$ cat src/hdl/tqsga_pkg.sv
`timescale 1ns / 1ps
// ----------------------------------------------------------------------------
// tqsga_pkg
// Shared types and constants for the two-queue sticky gate arbiter.
// ----------------------------------------------------------------------------
package tqsga_pkg;

    // defaults for the top level parameters
    localparam int QUEUE_DEPTH_DEF = 64;
    localparam int ID_WIDTH_DEF    = 16;

    // fixed field widths of the transaction payloads
    localparam int ACTION_W = 2;
    localparam int ID_FIELD_W = 16;
    localparam int TIME_W = 32;

    // action codes
    localparam logic [ACTION_W-1:0] ACT_ARRIVE = 2'd0;
    localparam logic [ACTION_W-1:0] ACT_SERVE  = 2'd1;
    localparam logic [ACTION_W-1:0] ACT_JUMP   = 2'd2;

    // direction codes
    localparam logic DIR_ENTRY = 1'b0;
    localparam logic DIR_EXIT  = 1'b1;

    // which queue the gate served in the previous slot
    typedef enum logic [2:0] {
        USE_NONE  = 3'b001,
        USE_ENTRY = 3'b010,
        USE_EXIT  = 3'b100
    } last_use_t;

    typedef struct packed {
        logic [ACTION_W-1:0]   action;
        logic                  direction;
        logic [ID_FIELD_W-1:0] person_id;
        logic [TIME_W-1:0]     new_time;
    } in_item_t;

    typedef struct packed {
        logic                  crossed;
        logic [ID_FIELD_W-1:0] granted_id;
        logic                  granted_direction;
        logic [TIME_W-1:0]     cross_time;
        logic                  dropped;
    } out_item_t;

    // queue commands from the arbiter
    typedef struct packed {
        logic push;
        logic pop;
    } q_cmd_t;

    // queue status toward the arbiter
    typedef struct packed {
        logic not_empty;
        logic full;
    } q_status_t;

endpackage

$ cat src/hdl/tqsga_queue.sv
`timescale 1ns / 1ps
// ----------------------------------------------------------------------------
// tqsga_queue
// Circular FIFO of requester ids in a memory, with a registered head word
// that always holds the oldest entry while the queue is not empty.
// ----------------------------------------------------------------------------
module tqsga_queue
    import tqsga_pkg::*;
#(
    parameter int DEPTH  = QUEUE_DEPTH_DEF,
    parameter int DATA_W = ID_FIELD_W
) (
    input  logic              aclk,
    input  logic              aresetn,
    input  q_cmd_t            cmd,
    input  logic [DATA_W-1:0] push_data,
    output q_status_t         status,
    output logic [DATA_W-1:0] head_data
);

    localparam int AW = $clog2(DEPTH);
    localparam int CW = $clog2(DEPTH + 1);

    logic [DATA_W-1:0] mem [DEPTH];
    logic [DATA_W-1:0] head_data_reg;
    logic [AW-1:0]     head_reg;
    logic [AW-1:0]     head_next;
    logic [AW-1:0]     tail_reg;
    logic [AW-1:0]     tail_next;
    logic [CW-1:0]     count_reg;
    logic [CW-1:0]     count_next;

    always_comb begin
        head_next = head_reg;
        if (cmd.pop) begin
            head_next = (head_reg == AW'(DEPTH - 1)) ? '0 : head_reg + AW'(1);
        end
        tail_next = tail_reg;
        if (cmd.push) begin
            tail_next = (tail_reg == AW'(DEPTH - 1)) ? '0 : tail_reg + AW'(1);
        end
        count_next = count_reg;
        if (cmd.push && !cmd.pop) begin
            count_next = count_reg + CW'(1);
        end else if (cmd.pop && !cmd.push) begin
            count_next = count_reg - CW'(1);
        end
    end

    always_ff @(posedge aclk) begin
        if (!aresetn) begin
            head_reg  <= '0;
            tail_reg  <= '0;
            count_reg <= '0;
        end else begin
            head_reg  <= head_next;
            tail_reg  <= tail_next;
            count_reg <= count_next;
        end
    end

    // read at the next head so the registered head word follows the head pointer;
    // a push landing on that address is forwarded
    always_ff @(posedge aclk) begin
        if (cmd.push) begin
            mem[tail_reg] <= push_data;
        end
        if (cmd.push && (tail_reg == head_next)) begin
            head_data_reg <= push_data;
        end else begin
            head_data_reg <= mem[head_next];
        end
    end

    assign status.not_empty = (count_reg != '0);
    assign status.full      = (count_reg == CW'(DEPTH));
    assign head_data        = head_data_reg;

`ifndef NO_ASSERTIONS
    a_no_pop_empty: assert property (@(posedge aclk) disable iff (!aresetn)
        cmd.pop |-> status.not_empty)
        else $error("pop from empty queue");

    a_no_push_full: assert property (@(posedge aclk) disable iff (!aresetn)
        (cmd.push && !cmd.pop) |-> !status.full)
        else $error("push into full queue");

    a_ptr_track: assert property (@(posedge aclk) disable iff (!aresetn)
        (count_reg == '0 || count_reg == CW'(DEPTH)) |-> (head_reg == tail_reg))
        else $error("queue pointers disagree with count");
`endif

endmodule

$ cat src/hdl/two_queue_sticky_gate_arbiter_top.sv
`timescale 1ns / 1ps
// ----------------------------------------------------------------------------
// two_queue_sticky_gate_arbiter_top
// Gate arbiter over an entry and an exit queue. Arrivals are queued, or dropped
// when their queue is full, serve transactions grant at most one requester per
// slot with entry kept sticky, and jump transactions reload the slot time.
// ----------------------------------------------------------------------------
//  channel   ports                      direction  payload
//  input     s_valid s_ready s_item     in         in_item_t
//  result    m_valid m_ready m_item     out        out_item_t
//
//  one transaction per cycle sustained while m_ready stays high; each result
//  is registered at the edge its item leaves the input register; the rate is
//  set by the single registered pass: input register, grant logic with the
//  queue heads, result register
//  reset clears pointers, counts, slot time and last-use mark; the queue
//  memories are not cleared and need no clearing pass
//  with m_ready low the result register holds, one more item waits in the
//  input register, then s_ready drops
// ----------------------------------------------------------------------------
module two_queue_sticky_gate_arbiter_top
    import tqsga_pkg::*;
#(
    parameter int QUEUE_DEPTH = QUEUE_DEPTH_DEF,
    parameter int ID_WIDTH    = ID_WIDTH_DEF
) (
    input  logic      aclk,
    input  logic      aresetn,
    input  logic      s_valid,
    output logic      s_ready,
    input  in_item_t  s_item,
    output logic      m_valid,
    input  logic      m_ready,
    output out_item_t m_item
);

    // ids are kept at no more bits than the result field carries
    localparam int SW = (ID_WIDTH < ID_FIELD_W) ? ID_WIDTH : ID_FIELD_W;

    in_item_t    in_item_reg;
    logic        in_valid_reg;
    out_item_t   out_item_reg;
    out_item_t   out_item_next;
    logic        out_valid_reg;
    logic [TIME_W-1:0] time_reg;
    logic [TIME_W-1:0] time_next;
    last_use_t   last_use_reg;
    last_use_t   last_use_next;

    logic        fire;
    logic        is_arrive;
    logic        is_serve;
    logic        is_jump;
    logic        keep_entry;
    logic        pick_entry;
    logic        pick_exit;
    logic        arrive_full;

    q_cmd_t      ent_cmd;
    q_cmd_t      ext_cmd;
    q_status_t   ent_status;
    q_status_t   ext_status;
    logic [SW-1:0] ent_head;
    logic [SW-1:0] ext_head;
    logic [SW-1:0] grant_id;

    assign fire    = in_valid_reg && (!out_valid_reg || m_ready);
    assign s_ready = !in_valid_reg || fire;

    always_ff @(posedge aclk) begin
        if (!aresetn) begin
            in_valid_reg <= 1'b0;
        end else if (s_ready) begin
            in_valid_reg <= s_valid;
        end
    end

    always_ff @(posedge aclk) begin
        if (s_ready && s_valid) begin
            in_item_reg <= s_item;
        end
    end

    assign is_arrive = (in_item_reg.action == ACT_ARRIVE);
    assign is_serve  = (in_item_reg.action == ACT_SERVE);
    assign is_jump   = (in_item_reg.action == ACT_JUMP);

    // entry stays with the gate while it keeps being used, else exit first
    assign keep_entry = ent_status.not_empty && (last_use_reg == USE_ENTRY);
    assign pick_exit  = !keep_entry && ext_status.not_empty;
    assign pick_entry = keep_entry || (!ext_status.not_empty && ent_status.not_empty);

    assign arrive_full = (in_item_reg.direction == DIR_EXIT) ? ext_status.full
                                                             : ent_status.full;

    assign ent_cmd.push = fire && is_arrive && (in_item_reg.direction == DIR_ENTRY)
                          && !ent_status.full;
    assign ext_cmd.push = fire && is_arrive && (in_item_reg.direction == DIR_EXIT)
                          && !ext_status.full;
    assign ent_cmd.pop  = fire && is_serve && pick_entry;
    assign ext_cmd.pop  = fire && is_serve && pick_exit;

    tqsga_queue #(
        .DEPTH  (QUEUE_DEPTH),
        .DATA_W (SW)
    ) u_entry_q (
        .aclk      (aclk),
        .aresetn   (aresetn),
        .cmd       (ent_cmd),
        .push_data (in_item_reg.person_id[SW-1:0]),
        .status    (ent_status),
        .head_data (ent_head)
    );

    tqsga_queue #(
        .DEPTH  (QUEUE_DEPTH),
        .DATA_W (SW)
    ) u_exit_q (
        .aclk      (aclk),
        .aresetn   (aresetn),
        .cmd       (ext_cmd),
        .push_data (in_item_reg.person_id[SW-1:0]),
        .status    (ext_status),
        .head_data (ext_head)
    );

    assign grant_id = pick_entry ? ent_head : ext_head;

    always_comb begin
        out_item_next = '0;
        time_next     = time_reg;
        last_use_next = last_use_reg;
        if (is_arrive) begin
            out_item_next.dropped = arrive_full;
        end else if (is_serve) begin
            time_next = time_reg + TIME_W'(1);
            if (pick_entry || pick_exit) begin
                out_item_next.crossed           = 1'b1;
                out_item_next.granted_id        = ID_FIELD_W'(grant_id);
                out_item_next.granted_direction = pick_exit ? DIR_EXIT : DIR_ENTRY;
                out_item_next.cross_time        = time_reg;
                last_use_next = pick_entry ? USE_ENTRY : USE_EXIT;
            end else begin
                last_use_next = USE_NONE;
            end
        end else if (is_jump) begin
            time_next     = in_item_reg.new_time;
            last_use_next = USE_NONE;
        end
    end

    always_ff @(posedge aclk) begin
        if (!aresetn) begin
            out_valid_reg <= 1'b0;
            time_reg      <= '0;
            last_use_reg  <= USE_NONE;
        end else begin
            if (fire) begin
                out_valid_reg <= 1'b1;
                time_reg      <= time_next;
                last_use_reg  <= last_use_next;
            end else if (m_ready) begin
                out_valid_reg <= 1'b0;
            end
        end
    end

    always_ff @(posedge aclk) begin
        if (fire) begin
            out_item_reg <= out_item_next;
        end
    end

    assign m_valid = out_valid_reg;
    assign m_item  = out_item_reg;

`ifndef NO_ASSERTIONS
    a_one_pop: assert property (@(posedge aclk) disable iff (!aresetn)
        (fire && is_serve && out_item_next.crossed) |-> $onehot({ent_cmd.pop, ext_cmd.pop}))
        else $error("grant without exactly one queue pop");

    a_serve_tick: assert property (@(posedge aclk) disable iff (!aresetn)
        (fire && is_serve) |=> (time_reg == $past(time_reg) + TIME_W'(1)))
        else $error("slot time did not advance on serve");

    a_grant_or_drop: assert property (@(posedge aclk) disable iff (!aresetn)
        m_valid |-> !(m_item.crossed && m_item.dropped))
        else $error("result both granted and dropped");

    a_idle_hold: assert property (@(posedge aclk) disable iff (!aresetn)
        !fire |=> ($stable(time_reg) && $stable(last_use_reg)))
        else $error("gate state changed without a transaction");
`endif

endmodule
$ cat config.mk
export PLATFORM = sky130hd
export DESIGN_NAME = two_queue_sticky_gate_arbiter_top
export DESIGN_NICKNAME = d
export VERILOG_FILES = /design/src/hdl/tqsga_pkg.sv /design/src/hdl/tqsga_queue.sv /design/src/hdl/two_queue_sticky_gate_arbiter_top.sv
export SDC_FILE = /design/constraint.sdc
export NUM_CORES = 2
export LEC_CHECK = 0
export ABC_AREA = 1
export BUFFER_PORTS_ARGS = -buffer_cell sky130_fd_sc_hd__buf_2
export CELL_PAD_IN_SITES_DETAIL_PLACEMENT = 0
export CELL_PAD_IN_SITES_GLOBAL_PLACEMENT = 1
export CORE_MARGIN = 2
export CORE_UTILIZATION = 31
export DETAILED_ROUTE_END_ITERATION = 6
export PLACE_DENSITY_LB_ADDON = 0.3
export SYNTH_ARGS = -nofsm -noshare
export SYNTH_HDL_FRONTEND = slang
export SYNTH_SLANG_ARGS = --single-unit
$ cat constraint.sdc
create_clock -name aclk -period 8.3 [get_ports aclk]
set_clock_uncertainty 0.05 [all_clocks]
set_input_delay 1.66 -clock aclk [delete_from_list [all_inputs] [get_ports aclk]]
set_output_delay 1.66 -clock aclk [all_outputs]
set_load 0.02 [all_outputs]
# Word-level counts from Yosys, hierarchy flattened
# Memories as Yosys holds them, arrays and structs flattened. A register that Yosys moved wholly into a read port is not among the register bits.
# Index checks and enable logic that the tools add are counted.
dict set report classes {
  addsub 9
  eq_ne 9
  n_mux 26
  bitwise 4
  n_reduce_logical 41
}
# op count
set op_table {}
lappend op_table {{2-to-1 mux 32 bit} 2}
lappend op_table {{2-to-1 mux 50 bit} 1}
lappend op_table {{2-to-1 mux 6 bit} 6}
lappend op_table {{adder 32 x 1 -> 32 bit (second input constant)} 1}
lappend op_table {{2-to-1 mux 7 bit} 4}
lappend op_table {{adder 6 x 1 -> 6 bit (second input constant)} 4}
lappend op_table {{== test 6 bit (second input constant)} 4}
lappend op_table {{logical AND 1 bit} 17}
lappend op_table {{2-to-1 mux 16 bit} 1}
lappend op_table {{adder 7 x 1 -> 7 bit (second input constant)} 2}
lappend op_table {{== test 7 bit (second input constant)} 2}
lappend op_table {{nonzero test 7 bit} 2}
lappend op_table {{subtractor 7 x 1 -> 7 bit (second input constant)} 2}
lappend op_table {{2-to-1 mux 3 bit} 4}
lappend op_table {{logical NOT 1 bit} 10}
lappend op_table {{2-to-1 mux 1 bit} 8}
lappend op_table {{nonzero test 2 bit} 4}
lappend op_table {{logical OR 1 bit} 4}
lappend op_table {{inverter 1 bit} 4}
lappend op_table {{== test 3 x 2 -> 1 bit (second input constant)} 1}
lappend op_table {{AND reduction 3 bit} 1}
lappend op_table {{OR reduction 3 bit} 1}
lappend op_table {{== test 2 x 1 -> 1 bit (second input constant)} 1}
lappend op_table {{== test 2 bit (second input constant)} 1}
lappend op_table {{2 further kinds} 2}
dict set report word_totals {
  register_bits 177
  mem_bits_rw 2048
  input_bits 55
  out_inout_bits 53
  wordCells 110
  n_memories 2
}
# name depth width read_ports rd_clocked_by_memory_dff wr line_no
set mem_list {}
lappend mem_list {u_entry_q.mem 64 16 1 1 1 tqsga_queue.sv:24} ;# logic [DATA_W-1:0] mem [DEPTH];
lappend mem_list {u_exit_q.mem 64 16 1 1 1 tqsga_queue.sv:24}

# Depth between registers and ports, before layout
dict set report depth {
  ltp_word 10
  ltp_mapped 22
  depth_no_buf 22
}

# Hierarchy
# From an unflattened synthesis, not the netlist that was laid out.
dict set report unflattened {
  cells_unflattened 8006
  hier_area_um2 92075.8
}
# module instances cells_per_inst area_per_inst_um2 seq_area_each_um2
set modules_own_cells {}
lappend modules_own_cells {{tqsga_queue at u_entry_q} 1 3671 42963.7 31250.0}
lappend modules_own_cells {{tqsga_queue at u_exit_q} 1 3670 42947.4 31250.0}
lappend modules_own_cells {two_queue_sticky_gate_arbiter_top 1 665 6164.7 3803.6}

# Worst setup path after synthesis
# No wires, ideal clock.
dict set report synth_path {
  kind {input-to-reg}
  from {input port m_ready}
  to {memory u_exit_q.mem[47][0] (netlist name), enable pin}
  setup_time_ns 0.430
  t_arrival_ns 5.559
  required_time_ns 7.820
  slack_ns 2.261
  cell_stages 8
  path_buffers 0
  cell_sequence {inv_1 -> a21oi_2 -> nand2_1 -> nor2_1 -> nand2_1 -> nor2_1 -> inv_1 -> nor4_1}
}
dict set report synth_via {
  elab_chain_cells 7
}
# item line_no
set synth_rtl {}
lappend synth_rtl {{start, declared} two_queue_sticky_gate_arbiter_top.sv:33} ;# input logic m_ready,
lappend synth_rtl {{logical OR 1 bit} two_queue_sticky_gate_arbiter_top.sv:67} ;# assign fire = in_valid_reg && (!out_valid_reg || m_ready);
lappend synth_rtl {{logical AND 1 bit} two_queue_sticky_gate_arbiter_top.sv:67}
lappend synth_rtl {{named net fire} two_queue_sticky_gate_arbiter_top.sv:50} ;# logic fire;
lappend synth_rtl {{logical AND 1 bit (2 in series)} two_queue_sticky_gate_arbiter_top.sv:98} ;# assign ext_cmd.push = fire && is_arrive && (in_item_reg.direction == DIR_EXIT)
lappend synth_rtl {{logical AND 1 bit} two_queue_sticky_gate_arbiter_top.sv:99} ;# && !ext_status.full;
lappend synth_rtl {{2-to-1 mux 1 bit} tqsga_queue.sv:65} ;# if (cmd.push) begin
lappend synth_rtl {{2-to-1 mux 1 bit (not written as such)} tqsga_queue.sv:66} ;# mem[tail_reg] <= push_data;
lappend synth_rtl {{end, declared} tqsga_queue.sv:24}
# The timed path passes the listed nets, and every way through them passes these cells.

==> summary.txt <==
Floorplan
  – I/O pins: 108
  – Cell row count: 199
  – Core area: 294,000 µm²
  – Total die area: 300,000 µm²
  – Die Span Y: 547 µm
  – Starting Density: 31.2%
  – Die width: 547 µm

Placement
  – Placed Cells: 11,625
  – DP Wirelength: 146 mm
  – RePlAce Congestion: 0.841
  – Port bufs: 107

Pwr
  – Peak VDD IR: 0.000184 V
  – PD cells: 233 nW/µm²
  – Pleak: 36.1 nW

Finish
  – Register area: 66,300 µm²
  – Most frequent cells in the layout: nand2_1 (2,632), edfxtp_1 (2,150), nand3_1 (1,877)
  – Cell Count, Final, Fillers Out: 12,066
  – Biggest registers after layout: u_entry_q.mem: 1024 flops, u_exit_q.mem: 1024 flops
  – Commonest non-fill, non-tap cell in the layout: nand2_1
  – # fillers: 29,033
  – Area grow syn2layout: 13.4%
  – Final net count: 8,028
  – Layout cell share with drive strength beyond 1: 8.63%
  – Area occupied by multi-input gates: 22,000 µm²

Logic synthesis
  – Synth Net Count: 7,954
  – Syn avg cell area: 11.6 µm²
  – Synth Cell Area: 91,600 µm²
  – Seq cells post-synth: 2,237
  – Cell variety after synth: 47
  – Post-synthesis sequential area ratio: 72.4%
  – Synthesized netlist cell count: 7,877
  – Ys Warns: 0

Worst hold path
  – Hold Crit Class: reg -> reg

STA
  – Worst slew pin tran: 1.33 ns
  – Rel. slew slack: 10.8%
  – Crit path time final: 4.93 ns
  – Final Max Tran Viols: 0
  – Upper clock frequency limit: 0.203 GHz
  – Fin crit share: 59.4%
  – RSZ-0062 raised after global routing: false
  – Setup tns final: 0 ns
  – Final hold vios: 0
  – # setup viols final: 0

Route
  – Post-route DRC: 0
  – Initial DRC Count: 5,946
  – Detailed-route wire length per cell: 22.2 µm
  – Post-route ant nets: 0
  – Drt via density: 4.92
  – Vias: 59,359
  – WL final: 267 mm
  – DR pass1 iterations: 5

Worst setup path
  – Worst-path maximum fanout: 20
  – CP required: 8.83 ns
  – CP Capture Type: register
  – WS Path Type: in -> reg
  – Critical Path AT: 5.46 ns
  – R2R setup slack: 3.95 ns
  – Element type at the critical path start: input port

Clock network
  – Post-CTS Setup Repair Bufs: 0
  – H-tree Lvls: 4
  – CTS resizes: 0
  – Clock Latency Late Sink: 0.92 ns
  – Longest Clk Path Bufs: 4
  – Number of CTS-inserted buffers: 243
  – Hold_buf cts: 0
  – Clk pin slew, worst setup/hold paths: 0.06 ns
  – # clock sinks: 2,237
  – CTS Root Cell: clkbuf_16
  – Clock tree from TritonCTS: yes

Global routing
  – Largest net degree at the start of global routing: 189
  – GR Overflow Total: 0
  – First-pass GRT wire length: 394 mm
  – All-layer global routing usage: 17.4%
  – Number of global-route vias before repair: 57,933
  – Initial antenna violation count: 9

Run
  – Max Cap Viol: 0

Outcome
  – Status: finished clean
## through the flow
stage	hold WS, ns	setup WS, ns	utilization, %	total power, mW	cell area, µm²
global route	0.465	3.18	35.3	25.0	104000
floorplan	0.394	2.26	-	13.3	91600
finish	0.429	3.37	35.3	24.2	104000
global placement	0.402	2.54	32.7	13.8	96000
detailed placement	0.415	2.55	32.7	13.8	96000
CTS	0.428	3.52	35.3	24.5	104000
## worst paths after layout
path | depth (start not counted) | endpoint | start
worst min register to register | 2 | last_use_reg[2]$_SDFFE_PN0P_ | last_use_reg[2]$_SDFFE_PN0P_
worst min-delay path | 2 | last_use_reg[2]$_SDFFE_PN0P_ | last_use_reg[2]$_SDFFE_PN0P_
worst max register to register | 8 | u_exit_q.mem[43][11]$_DFFE_PP_ | m_valid$_SDFFE_PN0P_
worst max-delay path | 10 | u_exit_q.mem[43][11]$_DFFE_PP_ | m_ready
## cell type report
| type | instances | share of cell area [%] |
|---|---|---|
| multi-input combinational | 5040 | 21.2 |
| timing repair buffer | 306 | 2.16 |
| inverter | 123 | 0.498 |
| clock inverter | 134 | 1.37 |
| sequential | 2237 | 63.9 |
| clock buffer | 304 | 6.14 |
| antenna | 3 | 0.00723 |
| tap | 3919 | 4.72 |
## report_power, final
part / internal, mW / total (mW) / leakage [nW] / switching [mW]
logic: 0.229 / 1.05 / 12.2 / 0.818
registers: 12.4 / 12.5 / 20.1 / 0.0415
clock network: 6.27 / 10.7 / 3.80 / 4.46
## metal layers
metal	GRT usage, %	vias to the layer above	part of all wire, %
met5	0	-	0.012
met4	4.56	6	2.5
met3	2.35	362	5.8
met2	27.6	1712	46
met1	25.0	29471	46
li1	-	27808	-
## cell usage after synthesis (all sizes together)
| cell | n | share of area [%] |
|---|---|---|
| edfxtp | 2150 | 71 |
| a221oi | 2 | 0.019 |
| and2 | 1 | 0.0068 |
| ha | 20 | 0.27 |
| nor3 | 23 | 0.14 |
| a21oi | 65 | 0.36 |
| nand3b | 1 | 0.0082 |
| nand2 | 2635 | 11 |
| o21ai | 46 | 0.25 |
| clkbuf | 57 | 0.23 |
| or2 | 4 | 0.027 |
| xor2 | 18 | 0.17 |
| nor2 | 292 | 1.2 |
| fa | 2 | 0.044 |
| nand3 | 1877 | 10 |
| o22ai | 4 | 0.027 |
| o21bai | 1 | 0.0082 |
| o211ai | 8 | 0.066 |
| a22o | 1 | 0.0096 |
| o31ai | 1 | 0.0082 |
| a32o | 1 | 0.011 |
| o2bb2ai | 1 | 0.0096 |
| and3 | 1 | 0.0068 |
| dfxtp | 87 | 1.9 |
| nor3b | 3 | 0.025 |
| nor4 | 3 | 0.027 |
| nand4 | 18 | 0.12 |
| clkinv | 4 | 0.016 |
| a31oi | 2 | 0.014 |
| inv | 119 | 0.50 |
| a211oi | 8 | 0.066 |
| xnor2 | 2 | 0.019 |
| buf | 420 | 2.8 |
## critical path: stages
cell	delay, ns
buf_2	0.08
inv_1	0.07
a21oi_4	0.71
nand2_1	0.19
nor2_1	0.19
nand2_1	0.38
clkinv_1	0.34
nand4_1	1.06
nor2_1	0.41
buf_4	0.32
## cell families after synthesis
| kind of cell | after synthesis | share of synthesized area [%] |
|---|---|---|
| adder cells (fa/ha/maj) | 22 | 0.317 |
| AO/OA/AOI/OAI | 140 | 0.849 |
| AND/OR/NAND/NOR | 4858 | 22.7 |
| buffers and inverters | 600 | 3.56 |
| flip-flops | 2237 | 72.4 |
| XOR/XNOR | 20 | 0.191 |
(Power assumes the default switching activity.)
